<file path="src/sv/tfd_pkg.sv">
package tfd_pkg;

  // frame layout constants
  localparam logic [7:0] TERM_BYTE      = 8'hA5;
  localparam int unsigned FRAME_OVERHEAD = 10;
  localparam int unsigned MAC_BYTES      = 6;
  localparam int unsigned MAC_W          = 48;

  // result status codes
  typedef enum logic [1:0] {
    STATUS_OK           = 2'd0,
    STATUS_LEN_MISMATCH = 2'd1,
    STATUS_OVERFLOW     = 2'd2
  } status_e;

  // one reported frame
  typedef struct packed {
    status_e            status;
    logic [MAC_W-1:0]   mac_addr;
    logic [7:0]         payload_len;
    logic [7:0]         rssi;
  } result_t;

endpackage

</file>
<file path="src/sv/tfd_frame_tracker.sv">
module tfd_frame_tracker import tfd_pkg::*; #(
  parameter int unsigned MAX_FRAME = 256
) (
  input  logic       clk_i,
  input  logic       rst_ni,
  input  logic       accept_i,
  input  logic [7:0] rx_byte_i,
  output logic       res_valid_o,
  output result_t    res_o
);

  localparam int unsigned CntW = $clog2(MAX_FRAME + 2);
  localparam int unsigned CmpW = (CntW > 9) ? CntW : 9;

  logic [CntW-1:0]  count_q, count_d;
  logic [MAC_W-1:0] mac_q, mac_d;
  logic [7:0]       len_q, len_d;
  logic [7:0]       prev_q, prev_d;
  logic [7:0]       prev2_q, prev2_d;

  logic [CntW-1:0]  n;
  logic [MAC_W-1:0] mac_new;
  logic [MAC_W-1:0] mac_aligned;
  logic [7:0]       len_new;
  logic             term_hit;
  logic             overflow;

  // per-byte frame update
  always_comb begin
    n       = count_q + CntW'(1);
    mac_new = mac_q;
    len_new = len_q;
    if (count_q < CntW'(MAC_BYTES)) begin
      mac_new = {mac_q[MAC_W-9:0], rx_byte_i};
    end else if (count_q == CntW'(MAC_BYTES)) begin
      len_new = rx_byte_i;
    end

    // left-justify a partially received mac
    if (count_q >= CntW'(MAC_BYTES - 1)) begin
      mac_aligned = mac_new;
    end else begin
      unique case (count_q[2:0])
        3'd0:    mac_aligned = {mac_new[7:0],  40'd0};
        3'd1:    mac_aligned = {mac_new[15:0], 32'd0};
        3'd2:    mac_aligned = {mac_new[23:0], 24'd0};
        3'd3:    mac_aligned = {mac_new[31:0], 16'd0};
        default: mac_aligned = {mac_new[39:0], 8'd0};
      endcase
    end

    term_hit = (count_q != '0) && (prev_q == TERM_BYTE) && (rx_byte_i == TERM_BYTE);
    overflow = (count_q >= CntW'(MAX_FRAME));

    res_valid_o      = term_hit || overflow;
    res_o.mac_addr    = mac_aligned;
    res_o.payload_len = len_new;
    if (term_hit) begin
      res_o.status = ((CmpW'(len_new) + CmpW'(FRAME_OVERHEAD)) == CmpW'(n)) ?
                     STATUS_OK : STATUS_LEN_MISMATCH;
      res_o.rssi   = (count_q >= CntW'(2)) ? prev2_q : 8'd0;
    end else begin
      res_o.status = STATUS_OVERFLOW;
      res_o.rssi   = 8'd0;
    end

    // next state: restart after any accepted report
    count_d = count_q;
    mac_d   = mac_q;
    len_d   = len_q;
    prev_d  = prev_q;
    prev2_d = prev2_q;
    if (accept_i) begin
      if (res_valid_o) begin
        count_d = '0;
        mac_d   = '0;
        len_d   = '0;
        prev_d  = '0;
        prev2_d = '0;
      end else begin
        count_d = n;
        mac_d   = mac_new;
        len_d   = len_new;
        prev_d  = rx_byte_i;
        prev2_d = prev_q;
      end
    end
  end

  // frame state registers
  always_ff @(posedge clk_i or negedge rst_ni) begin
    if (!rst_ni) begin
      count_q <= '0;
      mac_q   <= '0;
      len_q   <= '0;
      prev_q  <= '0;
      prev2_q <= '0;
    end else begin
      count_q <= count_d;
      mac_q   <= mac_d;
      len_q   <= len_d;
      prev_q  <= prev_d;
      prev2_q <= prev2_d;
    end
  end

`ifndef SYNTHESIS
  // count stays within the frame limit
  assert property (@(posedge clk_i) disable iff (!rst_ni) count_q <= CntW'(MAX_FRAME))
    else $error("frame count past limit");

  // a report restarts the frame
  assert property (@(posedge clk_i) disable iff (!rst_ni)
    accept_i && res_valid_o |=> count_q == '0 && prev_q == '0)
    else $error("frame not restarted after report");

  // a plain byte advances the count by one
  assert property (@(posedge clk_i) disable iff (!rst_ni)
    accept_i && !res_valid_o |=> count_q == $past(count_q) + CntW'(1))
    else $error("frame count did not advance");
`endif

endmodule

</file>
<file path="src/sv/terminated_frame_deframer_core.sv">
// a result appears in the cycle after the byte that ends its frame is accepted
// throughput: one byte per cycle while in_stall_o is low; the single-pass frame tracker sets this rate
// a waiting result does not block the next byte unless out_stall_i holds it
// reset (rst_ni low, asynchronous) empties the output register and restarts the frame
module terminated_frame_deframer_core import tfd_pkg::*; #(
  parameter int unsigned MAX_FRAME = 256
) (
  input  logic        clk_i,
  input  logic        rst_ni,
  input  logic        in_valid_i,
  output logic        in_stall_o,
  input  logic [7:0]  rx_byte_i,
  output logic        out_valid_o,
  input  logic        out_stall_i,
  output logic [1:0]  status_o,
  output logic [47:0] mac_addr_o,
  output logic [7:0]  payload_len_o,
  output logic [7:0]  rssi_o
);

  logic    accept;
  logic    res_valid;
  result_t res;
  logic    out_valid_q, out_valid_d;
  result_t result_q;

  // stall only while a result is held
  assign in_stall_o = out_valid_q && out_stall_i;
  assign accept     = in_valid_i && !in_stall_o;

  tfd_frame_tracker #(
    .MAX_FRAME (MAX_FRAME)
  ) u_tracker (
    .clk_i       (clk_i),
    .rst_ni      (rst_ni),
    .accept_i    (accept),
    .rx_byte_i   (rx_byte_i),
    .res_valid_o (res_valid),
    .res_o       (res)
  );

  // output register valid
  always_comb begin
    out_valid_d = out_valid_q;
    if (accept && res_valid) begin
      out_valid_d = 1'b1;
    end else if (!out_stall_i) begin
      out_valid_d = 1'b0;
    end
  end

  always_ff @(posedge clk_i or negedge rst_ni) begin
    if (!rst_ni) begin
      out_valid_q <= 1'b0;
    end else begin
      out_valid_q <= out_valid_d;
    end
  end

  // result payload
  always_ff @(posedge clk_i) begin
    if (accept && res_valid) begin
      result_q <= res;
    end
  end

  assign out_valid_o   = out_valid_q;
  assign status_o      = result_q.status;
  assign mac_addr_o    = result_q.mac_addr;
  assign payload_len_o = result_q.payload_len;
  assign rssi_o        = result_q.rssi;

`ifndef SYNTHESIS
  // input is stalled only behind a held result
  assert property (@(posedge clk_i) disable iff (!rst_ni) in_stall_o |-> out_valid_q)
    else $error("input stalled with empty output");

  // a taken result with nothing new leaves the output empty
  assert property (@(posedge clk_i) disable iff (!rst_ni)
    out_valid_q && !out_stall_i && !(accept && res_valid) |=> !out_valid_q)
    else $error("result repeated");

  // a held result never carries the unused status code
  assert property (@(posedge clk_i) disable iff (!rst_ni)
    out_valid_q |-> status_o != 2'd3)
    else $error("bad status code");
`endif

endmodule
</file>
<file path="config.mk">
export PLATFORM = sky130hd
export DESIGN_NAME = terminated_frame_deframer_core
export DESIGN_NICKNAME = d
export VERILOG_FILES = /design/src/sv/tfd_pkg.sv /design/src/sv/tfd_frame_tracker.sv /design/src/sv/terminated_frame_deframer_core.sv
export SDC_FILE = /design/constraint.sdc
export NUM_CORES = 1
export LEC_CHECK = 0
export ABC_AREA = 1
export BUFFER_PORTS_ARGS = -buffer_cell sky130_fd_sc_hd__buf_4
export CAP_MARGIN = 30
export CORE_ASPECT_RATIO = 0.5
export CORE_MARGIN = 4
export CORE_UTILIZATION = 40
export CTS_CLUSTER_SIZE = 28
export DETAILED_ROUTE_END_ITERATION = 6
export HOLD_SLACK_MARGIN = 0.12
export PLACE_DENSITY = 0.7
export SYNTH_ARGS = -nofsm -noshare
export SYNTH_HDL_FRONTEND = slang
export SYNTH_HIERARCHICAL = 1
export SYNTH_SLANG_ARGS = --single-unit
export TNS_END_PERCENT = 50
</file>
<file path="constraint.sdc">
create_clock -name clk_i -period 12 [get_ports clk_i]
set_clock_uncertainty 0.2 [all_clocks]
set_input_delay 3 -clock clk_i [delete_from_list [all_inputs] [get_ports clk_i]]
set_output_delay 3 -clock clk_i [all_outputs]
set_load 0.01 [all_outputs]
</file>
=== Word-level counts from Yosys, hierarchy flattened ===
Index checks and enable logic that the tools add are counted.

* Word-level logic and storage cells: 47
* Register bits: 148
* Bits of input ports: 12
* Output and inout bits: 68

* Mux-type cells: 13
* Add/subtract/negate cells: 2
* Equal/unequal tests: 8
* $lt $le $gt $ge: 4
* Reductions and logical operators: 10

{| class="wikitable"
|+ Operator list
! cell !! count
|-
| $pmux W48 S4 || 1
|-
| $mux W48 || 3
|-
| $mux W8 || 5
|-
| $eq A8 B8 Y1 const B || 2
|-
| $add A8 B4 Y9 const B || 1
|-
| $add A9 B1 Y9 const B || 1
|-
| $eq A9 B3 Y1 const B || 1
|-
| $eq A9 B9 Y1 || 1
|-
| $ge A9 B2 Y1 const B || 1
|-
| $ge A9 B3 Y1 const B || 1
|-
| $ge A9 B9 Y1 const B || 1
|-
| $lt A9 B3 Y1 const B || 1
|-
| $mux W9 || 1
|-
| $reduce_bool A9 Y1 || 1
|-
| $eq A3 B2 Y1 const B || 2
|-
| $logic_and A1 B1 Y1 || 5
|-
| $eq A3 B1 Y1 const B || 1
|-
| $logic_not A3 Y1 || 1
|-
| $mux W1 || 3
|-
| $ne A2 B1 Y1 const B || 1
|-
| $reduce_and A2 Y1 || 1
|-
| $logic_not A1 Y1 || 1
|-
| $logic_or A1 B1 Y1 || 1
|}

=== Logic depth before layout (Yosys ltp) ===
Gate-level depths: netlist of run 1.

* Word-level depth: 6
* Depth in mapped cells: 21
* Mapped depth without buffers: 21

=== Cells and area by module ===
The synthesis of run 1 kept the hierarchy.

{| class="wikitable"
|+ Modules (own cells, without submodules)
! module !! seq. area each (µm²) !! area an instance (µm²) !! cells an instance !! times used
|-
| tfd_frame_tracker || 2026.9 || 5236.3 || 707 || 1
|-
| terminated_frame_deframer_core || 2006.9 || 2045.7 || 75 || 1
|}

=== Worst setup path after synthesis of run 1 ===
Ideal clock, no wire load.

* Path kind: input-to-output
* From: in out_stall_i
* To: out in_stall_o
* Data arrival time: 3133 ps
* Slack: 5667 ps
* Buffers on the path: 0
* Data required time: 8800 ps
* Cell stages on the path: 2
* Cell sequence: nand2_2 inv_1

* Cells in the longest elaborated chain, start to end: 1

{| class="wikitable"
|+ RTL lines
! what !! RTL line !! text
|-
| start, declared || terminated_frame_deframer_core.sv:14 || <nowiki>input logic out_stall_i,</nowiki>
|-
| $logic_and A1 B1 Y1 || terminated_frame_deframer_core.sv:28 || <nowiki>assign in_stall_o = out_valid_q && out_stall_i;</nowiki>
|-
| end, declared || terminated_frame_deframer_core.sv:11 || <nowiki>output logic in_stall_o,</nowiki>
|}

Every way passes these cells.

=== Worst setup path after layout of run 1 ===
Same ends and word-level chain as after synthesis.

==> flow_summary.yaml, run 1 <==
run_status:
  outcome: "finished clean"
final_layout:
  multi_input_area_um2: 2651
  antenna_cells: 0
  fin_nets: 860
  fillers: 1644
  fin_cells: 1089
  syn2layout_area_growth_pct: 18.25
  regArea_um2: 4034
  drive_gt1_frac: 0.1836
critical_path:
  worst_setup_path_start_kind: "primary input"
  reg2reg_slack_ns: 7.93
  crit_path_max_incr_delay_ns: 0.13
  crit_slowest_cell: "buf_4"
  timing.critical_path.mode_cell: "buf_4"
  worstPathRequired_ns: 8.80
  crit_fanout: 3
  critPathArrivalTime_ns: 3.37
  path_cells: "buf_4, nand2_2, inv_1, buf_4"
  criticalPathCategory: "primary input to output port"
  crit_path_end_kind: "output port"
clock_network:
  clk_latency_ns: 0.42
  post-cts-setup-buffer-count: 0
  cts_sinks: 148
  hold_buffers: 0
  ctsResizeCount: 0
  clockBufferDepth: 2
  cts_buffers: 17
  clkTransAtPathRegs_ns: 0.07
  cts_tree: "yes"
  cts-root-buf: "clkbuf_16"
  htree_levels: 4
yosys:
  yosys.area.top_type: "dfrtp_1"
  synth_fp_nets: 800
  synth.area.top_cells: "dfrtp_1 (28%), edfxtp_1 (27%), nand2_1 (7.5%)"
  ys.warnings.count: 6
  seq_area_frac_synth: 0.5540
  avgSynthCellArea_um2: 9.312
  netlist_instances: 782
  synth.most_common_cell: "nand2_1"
  synthesis.area_um2: 7282
  synth_cell_type_count: 39
  netlist_top_cells_count: "nand2_1 (146), inv_1 (92), o22ai_1 (84), dfrtp_1 (82), edfxtp_1 (66)"
  yosysTopAreaCellShare: 0.2818
  synthArstFlopShare: 0.5541
  synth_seq_cells: 148
  synth_edf_count: 66
  yosys_most_used_dff: "dfrtp_1"
floorplan:
  start_util: 0.4135
  die_w_um: 198.8
  die-area_um2: 20560
  die_h_um: 103.4
  rows: 34
  ios: 80
  core_area_um2: 17610
detailed_routing:
  wl_per_cell_um: 17.15
  wl_mm: 18.68
  vias: 6059
  postRouteAntennaNets: 0
  via_per_inst: 5.564
  drc: 0
  first_pass_iters: 5
  dr.first_iter.drc_count: 678
power_and_ir_drop:
  combPwrFrac: 0.486
  p_switching_mw: 1.134
  p_per_area_nw_per_um2: 295.8
  p_int_mw: 1.414
  cellLeakagePower_nw: 3.726
  peakVddDrop_uv: 138.1
  switching_share: 0.4450
  seq_power_share: 0.302
  clkPwrFrac: 0.212
sta:
  setup_tns_ns: 0
  period_minus_slack_ns: 6.566
  finalCritPeriodShare: 0.5472
  finalHoldViolCount: 0
  tightest_slew_ns: 0.9578
  setup_viol: 0
  drv_slew: 0
  grt_setup_unrepaired: "false"
  fmax_mhz: 152.3
  slew_headroom: 0.3608
global_routing:
  grt_pass1_wl_mm: 30.55
  grt_max_degree: 82
  antenna_found_initial: 0
  grt_pass1_vias: 5999
  grt_usage: 0.1866
  gr-total-overflow: 0
run:
  drv_cap: 0
hold_path:
  hold_class: "register to register"
placement:
  gp_congestion: 0.9246
  dp_cells: 1057
  port_buffers: 79
  dp_hpwl_mm: 11.88
worst max-delay path, delay by kind of cell:
kind / cells / cell delay, ns
and+or+nand+nor: 1 / 0.07
buffers and inverters: 3 / 0.29
cell type report:
type | count | area share
flip-flops and latches | 148 | 0.4685
multi-input cells | 484 | 0.3079
repair buffers | 84 | 0.07323
clock buffers | 20 | 0.05318
inverters | 107 | 0.04693
well taps | 234 | 0.03400
clock inverters | 12 | 0.01627
worst paths after layout:
check                                startpoint              endpoint  cells past startpoint
setup / recovery                    out_stall_i            in_stall_o                      4
hold / removal              u_tracker/mac_q[43]   u_tracker/mac_q[43]                      2
setup reg to reg           u_tracker/count_q[4]        mac_addr_o[21]                     11
hold reg to reg             u_tracker/mac_q[43]   u_tracker/mac_q[43]                      2
max in group asynchronous                rst_ni  u_tracker/count_q[3]                      2
min in group asynchronous                rst_ni    u_tracker/mac_q[7]                      1
sequential cells by signal, indices dropped and copies added, names as in the netlist:
register           count
mac_addr_o            48
u_tracker/mac_q       48
u_tracker/count_q      9
payload_len_o          8
rssi_o                 8
u_tracker/len_q        8
u_tracker/prev2_q      8
u_tracker/prev_q       8
status_o               2
out_valid_o            1
metrics by stage:
| step | utilization | worst slack [ns] | power (mW) | hold WS, ns | instance area, um2 |
|---|---|---|---|---|---|
| global route | 0.4889 | 5.410 | 2.736 | 0.3225 | 8611 |
| detailed placement | 0.4550 | 5.425 | 1.975 | 0.2753 | 8013 |
| global placement | 0.4550 | 5.445 | 1.949 | 0.2674 | 8013 |
| floorplan | - | 5.667 | 1.712 | 0.2479 | 7282 |
| CTS | 0.4889 | 5.425 | 2.532 | 0.2930 | 8611 |
| finish | 0.4889 | 5.434 | 2.547 | 0.2871 | 8611 |
power by group through the flow:
stage | Combinational (mW) | Sequential, mW | Clock, mW
2_1_floorplan | 0.952 | 0.760 | 0
3_3_place_gp | 1.18 | 0.773 | 0
3_5_place_dp | 1.20 | 0.777 | 0
4_1_cts | 1.21 | 0.768 | 0.550
5_1_grt | 1.38 | 0.780 | 0.576
6_report | 1.24 | 0.769 | 0.541
per-layer routing:
metal	routed length, um	up-vias	global-route usage
met5	0	-	0
met4	197	0	0.05462
met3	985	18	0.03657
met2	8851	207	0.3097
met1	8645	2980	0.2537
li1	-	2854	-
logic make-up (layout without fill, tap and decap cells):
logic type      after synthesis  after routing  share of synthesized area
buf+inv                     150            223                    0.08333
compound gates              228            228                     0.1974
xor+xnor                      9              9                    0.01083
fa+ha+maj                     6              6                    0.01031
flops                       148            148                     0.5540
simple gates                241            241                     0.1442
cell usage in the layout (no fill, tap or decap), drive strengths merged, types with 4 or more instances in the layout:
master  count
a211oi      9
a21oi      20
buf        84
clkbuf     20
clkinv      4
dfrtp      82
edfxtp     66
ha          6
inv       110
nand2     154
nand3      23
nand4       8
nor2       37
nor3       14
o21a        4
o21ai      85
o221ai     16
o22ai      90
xor2        8
Power figures use the tool's default switching activity.
==> run 2: changes to the inputs <==
--- a/config.mk
+++ b/config.mk
@@ -5,7 +5,7 @@
 export SDC_FILE = /design/constraint.sdc
 export NUM_CORES = 1
 export LEC_CHECK = 0
-export ABC_AREA = 1
+export ABC_AREA = 0
 export BUFFER_PORTS_ARGS = -buffer_cell sky130_fd_sc_hd__buf_4
 export CAP_MARGIN = 30
 export CORE_ASPECT_RATIO = 0.5
@@ -14,7 +14,7 @@
 export CTS_CLUSTER_SIZE = 28
 export DETAILED_ROUTE_END_ITERATION = 6
 export HOLD_SLACK_MARGIN = 0.12
-export PLACE_DENSITY = 0.7
+export PLACE_DENSITY = 0.72
 export SYNTH_ARGS = -nofsm -noshare
 export SYNTH_HDL_FRONTEND = slang
 export SYNTH_HIERARCHICAL = 1
==> constraint.sdc (replaced) <==
create_clock -name clk_i -period 5.48 [get_ports clk_i]
set_clock_uncertainty 0.2 [all_clocks]
set_input_delay 1.37 -clock clk_i [delete_from_list [all_inputs] [get_ports clk_i]]
set_output_delay 1.37 -clock clk_i [all_outputs]
set_load 0.01 [all_outputs]
==> flow_summary.yaml, run 2 <==
yosys:
  yosys_most_used_dff: "dfrtp_1"
  netlist_top_cells_count: "dfrtp_1 (82), edfxtp_1 (66), mux2i_1 (48), nand2_1 (47), nor2_1 (47)"
  synth_edf_count: 66
  synth_seq_cells: 148
  yosys.area.top_type: "dfrtp_1"
  avgSynthCellArea_um2: 10.51
  ys.warnings.count: 6
  synth_cell_type_count: 53
  synthesis.area_um2: 7496
  seq_area_frac_synth: 0.5381
  synthArstFlopShare: 0.5541
  synth_fp_nets: 731
  synth.most_common_cell: "dfrtp_1"
  yosysTopAreaCellShare: 0.2737
  synth.area.top_cells: "dfrtp_1 (27%), edfxtp_1 (26%), mux2i_1 (6.4%)"
  netlist_instances: 713
global_routing:
  antenna_found_initial: 1
  grt_pass1_vias: 5885
  gr-total-overflow: 0
  grt_usage: 0.1902
  grt_max_degree: 77
  grt_pass1_wl_mm: 32.51
floorplan:
  start_util: 0.4076
  core_area_um2: 18390
  die_h_um: 104.8
  die-area_um2: 21130
  rows: 35
  die_w_um: 201.6
  ios: 80
critical_path:
  critPathArrivalTime_ns: 4.15
  path_cells: "buf_4, nor4b_1, nand4_1, a41oi_1, nor2_2, inv_2, nand2_1, nor2_4, buf_4"
  worstPathRequired_ns: 5.33
  worst_setup_path_start_kind: "primary input"
  critPathTopFamily: "simple AND/OR/NAND/NOR gates"
  crit_path_end_kind: "register"
  timing.critical_path.mode_cell: "buf_4"
  crit_slowest_cell: "nor2_4"
  crit_fanout: 38
  crit_buf_inv: 3
  criticalPathCategory: "primary input to register"
  crit_path_max_incr_delay_ns: 0.65
detailed_routing:
  first_pass_iters: 5
  dr.first_iter.drc_count: 658
  wl_mm: 20.29
  postRouteAntennaNets: 0
  drc: 0
  via_per_inst: 5.938
  vias: 6081
  wl_per_cell_um: 19.81
clock_network:
  hold_buffers: 0
  htree_levels: 4
  clkTransAtPathRegs_ns: 0.06
  cts_sinks: 148
  cts_tree: "yes"
  cts_buffers: 17
  clockBufferDepth: 2
  post-cts-setup-buffer-count: 0
  ctsResizeCount: 0
  clk_latency_ns: 0.42
  cts-root-buf: "clkbuf_16"
final_layout:
  antenna_cells: 0
  layout_commonest_cell: "buf_4"
  fin_util: 0.4823
  drive_gt1_frac: 0.1901
  syn2layout_area_growth_pct: 18.34
  final_cell_mix: "buf_4 (89), dfrtp_1 (82), edfxtp_1 (66)"
  fin_cells: 1024
  fin_nets: 789
  design_area_um2: 8871
sta:
  grt_setup_unrepaired: "false"
  finalCritPeriodShare: 0.7834
  setup_viol: 0
  slew_headroom: 0.3014
  period_minus_slack_ns: 4.293
  tightest_slew_ns: 1.047
  fmax_mhz: 232.9
  finalHoldViolCount: 0
  setup_tns_ns: 0
  drv_slew: 0
  setup_ws_ns: 1.187
  whs_ns: 0.3031
power_and_ir_drop:
  p_per_area_nw_per_um2: 524.4
  cellLeakagePower_nw: 3.845
  peakVddDrop_uv: 241.7
  fin_total_pwr_mw: 4.652
placement:
  gp_congestion: 0.8613
  dp_cells: 992
  port_buffers: 79
  dp_hpwl_mm: 13.25
  placed_area_um2: 8302
  preCtsSetupSlack_ns: 0.7440
hold_path:
  hold_class: "register to register"
run:
  drv_cap: 0
run_status:
  outcome: "finished clean"
run 2: changes by cell type after synthesis, sizes merged, moves of 10 or more:
cell | before | now
o21ai | 85 | 48
o22ai | 90 | 46
mux2 | 0 | 11
and2 | 0 | 10
nand3 | 23 | 42
o221ai | 16 | 0
nor2 | 37 | 48
inv | 105 | 40
xnor2 | 1 | 13
a22o | 0 | 40
nand2 | 154 | 47
mux2i | 0 | 49
a21oi | 20 | 34
run 2: cell type report:
type | instances | area, um2
Clock buffer | 17 | 425.4
Clock inverter | 15 | 143.9
Fill cell | 1667 | 9522
Inverter | 40 | 150.1
Multi-Input combinational cell | 474 | 3129
Sequential cell | 148 | 4034
Tap cell | 240 | 300.3
Timing Repair Buffer | 90 | 688.2
run 2: kinds of logic after synthesis:
logic type                 Yosys count  synth area share
adders and majority gates            6           0.01001
and+or+nand+nor                    185            0.1200
buffers and inverters               91           0.04857
xor gates and xnor gates            16           0.01870
AOI/OAI and AO/OA                  207            0.1804
DFF                                148            0.5381
muxes                               60           0.08413
run 2: path summary, 6_finish.rpt:
check	startpoint	endpoint	slack, ns	depth (start not counted)
setup / recovery	rx_byte_i[4]	payload_len_o[0]	1.19	9
hold / removal	u_tracker/mac_q[46]	u_tracker/mac_q[46]	0.30	1
setup reg to reg	u_tracker/count_q[5]	status_o[0]	1.54	11
hold reg to reg	u_tracker/mac_q[46]	u_tracker/mac_q[46]	0.30	1
max in group asynchronous	rst_ni	u_tracker/mac_q[1]	3.37	2
min in group asynchronous	rst_ni	u_tracker/mac_q[36]	0.71	1
run 2: where the power goes:
part           switching (mW)  internal (mW)  total (mW)
clock                   0.499          0.639        1.14
combinational            1.17          0.678        1.85
sequential              0.234           1.43        1.67
total                    1.90           2.75        4.65
run 2: worst register-to-register path, delay by kind of cell, from the launching register on:
| family | cells | cell delay (ns) |
|---|---|---|
| simple gates | 3 | 1.12 |
| xor+xnor | 1 | 0.17 |
| compound gates | 4 | 0.84 |
| flops | 1 | 0.47 |
| fa+ha+maj | 1 | 0.26 |
| mux | 2 | 0.64 |
run 2: per-layer routing:
metal	GRT usage	wire length [um]	vias to the layer above
met5	0	13	-
met4	0.05897	403	2
met3	0.03876	1561	39
met2	0.3060	9478	267
li1	-	-	2750
met1	0.2610	8831	3023
==> run 3: changes to the inputs <==
--- a/config.mk
+++ b/config.mk
@@ -5,7 +5,7 @@
 export SDC_FILE = /design/constraint.sdc
 export NUM_CORES = 1
 export LEC_CHECK = 0
-export ABC_AREA = 0
+export ABC_AREA = 1
 export BUFFER_PORTS_ARGS = -buffer_cell sky130_fd_sc_hd__buf_4
 export CAP_MARGIN = 30
 export CORE_ASPECT_RATIO = 0.5
==> constraint.sdc (replaced) <==
create_clock -name clk_i -period 3.55 [get_ports clk_i]
set_clock_uncertainty 0.2 [all_clocks]
set_input_delay 0.8875 -clock clk_i [delete_from_list [all_inputs] [get_ports clk_i]]
set_output_delay 0.8875 -clock clk_i [all_outputs]
set_load 0.01 [all_outputs]
==> flow_summary.yaml, run 3 (same netlist as run 1, synthesis figures left out) <==
power_and_ir_drop:
  switching_share: 0.4482
  peakVddDrop_uv: 496.2
  p_per_area_nw_per_um2: 990.3
  cellLeakagePower_nw: 3.791
  combPwrFrac: 0.493
  seq_power_share: 0.302
  clkPwrFrac: 0.205
  p_int_mw: 4.754
  p_switching_mw: 3.861
sta:
  whs_ns: 0.2851
  drv_slew: 0
  period_minus_slack_ns: 3.102
  finalCritPeriodShare: 0.8739
  slew_headroom: 0.3816
  finalHoldViolCount: 0
  setup_ws_ns: 0.4478
  fmax_mhz: 322.4
  grt_setup_unrepaired: "false"
  tightest_slew_ns: 0.9267
  setup_tns_ns: 0
  setup_viol: 0
final_layout:
  final_cell_mix: "nand2_1 (146), inv_1 (92), buf_4 (90)"
  multi_input_area_um2: 2651
  syn2layout_area_growth_pct: 19.47
  antenna_cells: 0
  layout_commonest_cell: "nand2_1"
  fillers: 1641
  fin_nets: 869
  fin_cells: 1098
  regArea_um2: 4034
  drive_gt1_frac: 0.1933
detailed_routing:
  vias: 6022
  wl_per_cell_um: 17.12
  drc: 0
  postRouteAntennaNets: 0
  first_pass_iters: 5
  via_per_inst: 5.485
  wl_met2_mm: 8.987
  drt-met1-wl_mm: 8.432
  top_layer: "met4"
  wl_mm: 18.80
  wl_met3_mm: 1.122
  dr.first_iter.drc_count: 626
clock_network:
  post-cts-setup-buffer-count: 0
  hold_buffers: 0
  cts_buffers: 17
  ctsResizeCount: 0
  cts_sinks: 148
  clk_latency_ns: 0.42
  htree_levels: 4
  clockBufferDepth: 2
  clkTransAtPathRegs_ns: 0.07
  cts-root-buf: "clkbuf_16"
  cts_tree: "yes"
floorplan:
  die_w_um: 198.8
  ios: 80
  die-area_um2: 20560
  rows: 34
  die_h_um: 103.4
  start_util: 0.4135
  core_area_um2: 17610
global_routing:
  gr-total-overflow: 0
  grt_max_degree: 83
  grt_usage: 0.1891
  antenna_found_initial: 0
  grt_pass1_vias: 5837
  grt_pass1_wl_mm: 30.63
critical_path:
  path_cells: "inv_1, ha_1, nand2_1, inv_1, nand2_1, nor2_4, nand2_2, nand2_1, nand2_1, ha_1, xor2_1, nand3_1, nor2_1, nand2_1, nor2_1, nand2_1, nor2_1, nor2_1"
  crit_fanout: 12
  critPathArrivalTime_ns: 3.07
  ff2ff_path_depth: 18
  crit_path_max_incr_delay_ns: 0.46
  crit_slowest_cell: "dfrtp_1"
  r2r-end: "status_o[0]"
  reg2reg_slack_ns: 0.45
  criticalPathCategory: "register to register"
  worstPathRequired_ns: 3.52
  timing.critical_path.mode_cell: "nand2_1"
  r2r-start: "u_tracker/count_q[0]"
  worst_setup_path_start_kind: "register"
  crit_path_end_kind: "register"
run_status:
  outcome: "finished clean"
hold_path:
  hold_class: "register to register"
  whs_endpoint: "u_tracker/mac_q[47]"
  holdPathStages: 2
  hp-start: "u_tracker/mac_q[47]"
run:
  drv_cap: 0
placement:
  dp_hpwl_mm: 12.61
  preCtsSetupSlack_ns: 0.4792
  gp_congestion: 0.8997
  port_buffers: 79
  dp_cells: 1066
run 3: cell count changes in the layout (fill, tap and decap cells not counted), moves of 29 or more:
cell     delta
o22ai_1    +38
inv_1      +53
nand2_1    +99
mux2i_1    -48
a22o_1     -40
o21ai_1    +29
run 3: per-layer routing:
metal / track usage / vias up
li1: - / 2873
met1: 0.2590 / 2925
met2: 0.3094 / 204
met3: 0.03430 / 20
met4: 0.06408 / 0
met5: 0 / -
run 3: per-stage QoR:
step                      area (um2)  total power [mW]  utilization
after global routing            8700             9.270       0.4940
after floorplan                 7287             5.788            -
final                           8700             8.615       0.4940
after detailed placement        8118             6.763       0.4609
after CTS                       8700             8.587       0.4940
after global placement          8118             6.702       0.4609
run 3: final cells by class:
cell class,count,area share
sequential,148,0.4637
multi-input combinational,484,0.3048
tap,234,0.03365
timing repair buffer,93,0.08457
clock buffer,18,0.05048
inverter,107,0.04645
clock inverter,14,0.01640
run 3: power groups by stage:
| stage | logic, mW | clock network, mW | registers (mW) |
|---|---|---|---|
| final | 4.25 | 1.76 | 2.60 |
| after global routing | 4.73 | 1.90 | 2.64 |
| after CTS | 4.18 | 1.81 | 2.60 |
| after detailed placement | 4.14 | 0 | 2.63 |
| after global placement | 4.09 | 0 | 2.62 |
| after floorplan | 3.22 | 0 | 2.57 |
run 3: how the worst max path moves through the flow:
stage,startpoint,endpoint,slack (ns),cells past startpoint
6_report,u_tracker/count_q[0],status_o[0],0.45,18
5_1_grt,u_tracker/count_q[0],status_o[0],0.14,18
4_1_cts,u_tracker/count_q[0],status_o[0],0.48,18
3_5_place_dp,u_tracker/count_q[0],status_o[0],0.48,18
3_3_place_gp,u_tracker/count_q[0],status_o[0],0.63,18
2_1_floorplan,rx_byte_i[3],mac_addr_o[0],0.35,8
run 3: worst max-delay path, delay by kind of cell, from the launching register on:
kind          cells  cell delay [ns]
flops             1             0.46
xor+xnor          1             0.15
fa+ha+maj         2             0.52
buf+inv           2             0.22
simple gates     13             1.29
